File: src/rtl/rgbyp_pkg.sv
// ----------------------------------------------------------------------------
// rgbyp_pkg
// Shared constants and types for the RGB to Y'PbPr converter.
// ----------------------------------------------------------------------------
package rgbyp_pkg;

    localparam int CFG_BITS         = 16;
    localparam int MAX_SAMPLE_RESET = 255;
    localparam int COEF_SCALE       = 1000000;
    localparam int FRAC_SHIFT       = 16;
    localparam int QUOT_BITS        = 17;
    localparam int LUMA_BITS        = 17;
    localparam int DIFF_BITS        = 16;
    localparam int LUMA_MAX         = 65536;
    localparam int DIFF_POS_MAX     = 32767;
    localparam int DIFF_NEG_MAX     = 32768;
    localparam int LANES            = 3;

    // luma, blue difference, red difference; each row is red, green, blue
    localparam int COEF [9] = '{
        299000,  587000,  114000,
        -168736, -331264, 500000,
        500000,  -418688, -81312
    };

    typedef logic [QUOT_BITS-1:0] quot_t;

endpackage

File: src/rtl/rgbyp_divider.sv
// ----------------------------------------------------------------------------
// rgbyp_divider
// Pipelined restoring divider, one quotient bit per stage, with a sign tag
// and a saturation flag that forces an all-ones quotient.
// ----------------------------------------------------------------------------
module rgbyp_divider #(
    parameter int NW = 54
) (
    input  logic                 clk,
    input  logic                 en,
    input  logic [NW-1:0]        num,
    input  logic [NW-1:0]        den,
    input  logic                 sat,
    input  logic                 neg_in,
    output rgbyp_pkg::quot_t     quot,
    output logic                 neg_out
);

    localparam int QB = rgbyp_pkg::QUOT_BITS;

    logic [NW-1:0]    r_reg   [QB-1];
    logic [NW-1:0]    d_reg   [QB-1];
    rgbyp_pkg::quot_t q_reg   [QB];
    logic             neg_reg [QB];

    genvar i;
    generate
        for (i = 0; i < QB; i++)
        begin : g_stage
            logic [NW-1:0]    r_in;
            logic [NW-1:0]    d_in;
            logic [NW-1:0]    d_shift;
            rgbyp_pkg::quot_t q_in;
            logic             n_in;
            logic             fits;
            rgbyp_pkg::quot_t q_next;

            if (i == 0)
            begin : g_first
                assign r_in = sat ? '0 : num;
                assign d_in = den;
                assign q_in = sat ? '1 : '0;
                assign n_in = neg_in;
            end
            else
            begin : g_rest
                assign r_in = r_reg[i-1];
                assign d_in = d_reg[i-1];
                assign q_in = q_reg[i-1];
                assign n_in = neg_reg[i-1];
            end

            assign d_shift = d_in << (QB - 1 - i);
            assign fits    = (r_in >= d_shift);
            assign q_next  = fits ? (q_in | (QB'(1) << (QB - 1 - i))) : q_in;

            always_ff @(posedge clk)
            begin
                if (en)
                begin
                    q_reg[i]   <= q_next;
                    neg_reg[i] <= n_in;
                end
            end

            if (i < QB - 1)
            begin : g_carry
                logic [NW-1:0] r_next;

                assign r_next = fits ? (r_in - d_shift) : r_in;

                always_ff @(posedge clk)
                begin
                    if (en)
                    begin
                        r_reg[i] <= r_next;
                        d_reg[i] <= d_in;
                    end
                end
            end
        end
    endgenerate

    assign quot    = q_reg[QB-1];
    assign neg_out = neg_reg[QB-1];

endmodule

File: config.mk
export PLATFORM = sky130hd
export DESIGN_NAME = rgbyp_divider
export DESIGN_NICKNAME = d
export VERILOG_FILES = /design/src/rtl/rgbyp_pkg.sv /design/src/rtl/rgbyp_divider.sv
export SDC_FILE = /design/constraint.sdc
export NUM_CORES = 2
export LEC_CHECK = 0
export ABC_AREA = 1
export ABC_CLOCK_PERIOD_IN_PS = 5990
export CAP_MARGIN = 20
export CORE_UTILIZATION = 50
export DETAILED_ROUTE_END_ITERATION = 10
export DONT_BUFFER_PORTS = 1
export PLACE_DENSITY = 0.71
export SLEW_MARGIN = 25
export SYNTH_ARGS = -nofsm -noshare
export SYNTH_HDL_FRONTEND = slang
export SYNTH_SLANG_ARGS = --single-unit
File: constraint.sdc
create_clock -name clk -period 5.99 [get_ports clk]
set_input_delay 0.2995 -clock clk [delete_from_list [all_inputs] [get_ports clk]]
set_output_delay 0.2995 -clock clk [all_outputs]
set_load 0.05 [all_outputs]
==> metrics.md <==
| Metric | Value |
|---|---|
| Wire per inst | 23.7 um |
| CP max FO | 41 |
| H-Tree Level Count | 4 |
| Cells after DPL | 17.8k |
| Port bufs | 0 |
| Die width | 498 um |
| Capturing point of the worst reg2reg path | r_reg[5][16] |
| Die Y-Extent | 498 um |
| Most common cell after layout, fill and taps aside | nand2_1 |
| #FFs+latches synth | 1,914 |
| Fin. max-slew vios | 0 |
| Drt initial violations | 13.8k |
| Most frequent cells in the layout | nand2_1 (3,394), inv_1 (2,353), edfxtp_1 (1,914) |
| First-pass GRT wire length | 634 mm |
| CTS tree | yes |
| Cell count after synthesis | 14.7k |
| Num CTS Buffers | 205 |
| Residual DRC count | 0 |
| Largest net degree at the start of global routing | 214 |
| Post-route cell area | 135,000 um^2 |
| Min Tclk post-route | 4.44 ns |
| Final Cycle Share | 74.2% |
| Sequential group share of total power | 31.2% |
| Slowest CP cell | fa_1 |
| Post-synth cell types | 63 |
| Post-synthesis async set-or-reset flop share | 0% |
| Max frequency | 0.225 GHz |
| Routed Antenna Nets | 0 |
| NetSw | 32.4 mW |
| Nets | 15.9k |
| # IOs | 130 |
| Most used cell, CP | nand3_1 |
| Post-Syn Nets | 15.6k |
| Setup TNS | 0 ns |
| Fill count | 22.6k |
| HP Start | den[22] |
| GRT Overall Usage | 34.3% |
| Crit. End Element | register |
| Switching Share | 46.3% |
| Initial Utilization | 50.4% |
| Row count | 181 |
| Worst-margin pin slew | 1.21 ns |
| Synth Cell Area | 123,000 um^2 |
| Clock-pin slew on the worst setup and hold paths | 0.06 ns |
| Routed WL | 434 mm |
| DRT Pass-1 Iters | 8 |
| Type of the worst min-delay path | input pin to register |
| RSZ-0062 raised after global routing | no |
| Yosys Warn Count | 0 |
| Clock Skew | 0.0623 ns |
| Hold path depth | 5 |
| Share of cells above drive strength 1 | 4.29% |
| Clk_lat worst skew | 0.88 ns |
| Slowest stage delay, CP | 0.64 ns |
| Status | finished, final reports clean |
| HPWL Detailed | 353 mm |
| Syn_area_per_cell | 8.35 um^2 |
| Pwr/cell area | 519 nW/um^2 |
| Leakage power | 58.2 nW |
| Vias | 105k |
| VDD IR max | 322 uV |
| Area Growth Syn to Fin | 9.78% |
| Yosys top cell by area | edfxtp_1 |
| Non-filler cells, final | 18.3k |
| Vias per Instance | 5.74 |
| Core ar. | 244,000 um^2 |
| Final Hold Vio Count | 0 |
| Arrival time worst endpoint | 5.09 ns |
| Initial antenna violation count | 15 |
| Reg2Reg Depth | 15 |
| Root buffer selected by CTS | clkbuf_16 |
| Final setup fails | 0 |
| R2R setup slack | 1.55 ns |
| Clock network power share | 19.2% |
| Sequential-to-total area share from yosys stat | 46.8% |
| Vias in the first global route | 97.2k |
| Gr ovfl total | 0 |
| CP Cell Sequence | inv_1 > ha_1 > inv_1 > fa_1 > nand3_1 > nand3_1 > nand2_1 > nand3_1 > nand3_1 > nand2_1 > nand3_2 > nand4_4 > buf_4 > nor2_1 > a21oi_1 |
| Dominant register cell in the synthesized netlist | edfxtp_1 |
| Clock Path Buffers | 3 |
| Routability congestion estimate | 1.05 |
| Synth top area cells | edfxtp_1 (47%), nand2_1 (10%), ha_1 (7.9%) |
| EDFF count, synth | 1,914 |
| Power, Total | 70.0 mW |
| R2r startpoint | r_reg[4][60] |
| Combinational Power Share | 49.6% |
| Setup CP Type | register to register |
| Clk sinks | 1,914 |
| Placed Area | 126,000 um^2 |
| Top-area cell type share of the netlist area | 46.8% |
| Int Pwr | 37.6 mW |
| Setup bufs post-CTS | 0 |
| Hold Path End | r_reg[0][38] |
| Max-cap violation count | 0 |
| Die area | 248,000 um^2 |
| Slew margin rel. | 18.6% |
| Worst path required time | 6.64 ns |
| Worst Setup Start Kind | register |
## per-stage QoR
step                util [%]  hold WS (ns)  setup WS, ns
CTS                     55.3       0.00187          1.69
floorplan                  -         0.398          3.06
finish                  55.3        0.0669          1.55
global placement        51.7         0.398          1.59
detailed placement      51.8         0.398          1.74
global route            55.3        0.0385          1.43
## power groups by stage
stage / combinational (mW) / clock [mW] / sequential (mW)
6_report: 34.7 / 13.4 / 21.8
5_1_grt: 37.9 / 14.1 / 22.0
4_1_cts: 33.6 / 13.7 / 21.8
3_5_place_dp: 33.3 / 0 / 22.0
3_3_place_gp: 33.3 / 0 / 22.1
2_1_floorplan: 23.9 / 0 / 20.3
## cells in the mapped netlist (all sizes together), types with 15 or more instances
| library cell | number |
|---|---|
| a21boi | 37 |
| o211ai | 37 |
| nand3b | 58 |
| fa | 16 |
| nand4 | 290 |
| clkbuf | 24 |
| a21o | 78 |
| xnor2 | 247 |
| nand2 | 3418 |
| nor2 | 1680 |
| inv | 2381 |
| o21bai | 79 |
| buf | 137 |
| nand3 | 685 |
| edfxtp | 1914 |
| or2 | 34 |
| nor3 | 187 |
| o21a | 51 |
| and3 | 19 |
| nor4 | 63 |
| ha | 780 |
| o21ai | 1003 |
| a21oi | 1193 |
| and2 | 15 |
| xor2 | 212 |
| a31oi | 56 |
## final cells by class
type | count | area (um^2) | share of cell area [%]
Tap cell | 3202 | 4010 | 2.97
Antenna cell | 7 | 17.5 | 0.0130
Clock inverter | 152 | 1880 | 1.39
Multi-Input combinational cell | 10300 | 55300 | 41.0
Inverter | 2382 | 8950 | 6.63
Sequential cell | 1914 | 57500 | 42.6
Clock buffer | 229 | 5220 | 3.87
Timing Repair Buffer | 177 | 2070 | 1.53
## worst max path at each step
stage | from | to | cells past startpoint
2_1_floorplan | sat | r_reg[0][36] | 15
3_3_place_gp | en | d_reg[7][8] | 4
3_5_place_dp | r_reg[4][60] | r_reg[5][16] | 15
4_1_cts | r_reg[4][60] | r_reg[5][16] | 15
5_1_grt | r_reg[4][60] | r_reg[5][16] | 15
6_report | r_reg[4][60] | r_reg[5][16] | 15
## logic make-up after synthesis
| group | synth area share, % |
|---|---|
| compound gates | 11.5 |
| xor+xnor | 3.27 |
| fa+ha+maj | 8.20 |
| buf+inv | 8.29 |
| flops | 46.8 |
| simple gates | 22.0 |
## per-layer routing
| layer | track usage, % | part of all wire [%] |
|---|---|---|
| met5 | 0 | 0.0094 |
| met4 | 11.5 | 3.8 |
| met3 | 5.92 | 9.4 |
| met2 | 51.2 | 43 |
| met1 | 50.1 | 44 |
## repair_timing
item	4_1_cts	5_1_grt
hold buffers	129	1
endpoints found under the setup margin	0	0
gates resized for setup	0	0
endpoints found under the hold margin	112	58
## worst max-delay path, delay by kind of cell, from the launching register on
kind | cells | cell delay, ns
buf+inv | 3 | 0.86
simple gates | 9 | 1.83
flops | 1 | 0.37
compound gates | 1 | 0.28
fa+ha+maj | 2 | 0.82
No activity file was read; power rests on OpenSTA's default activity.
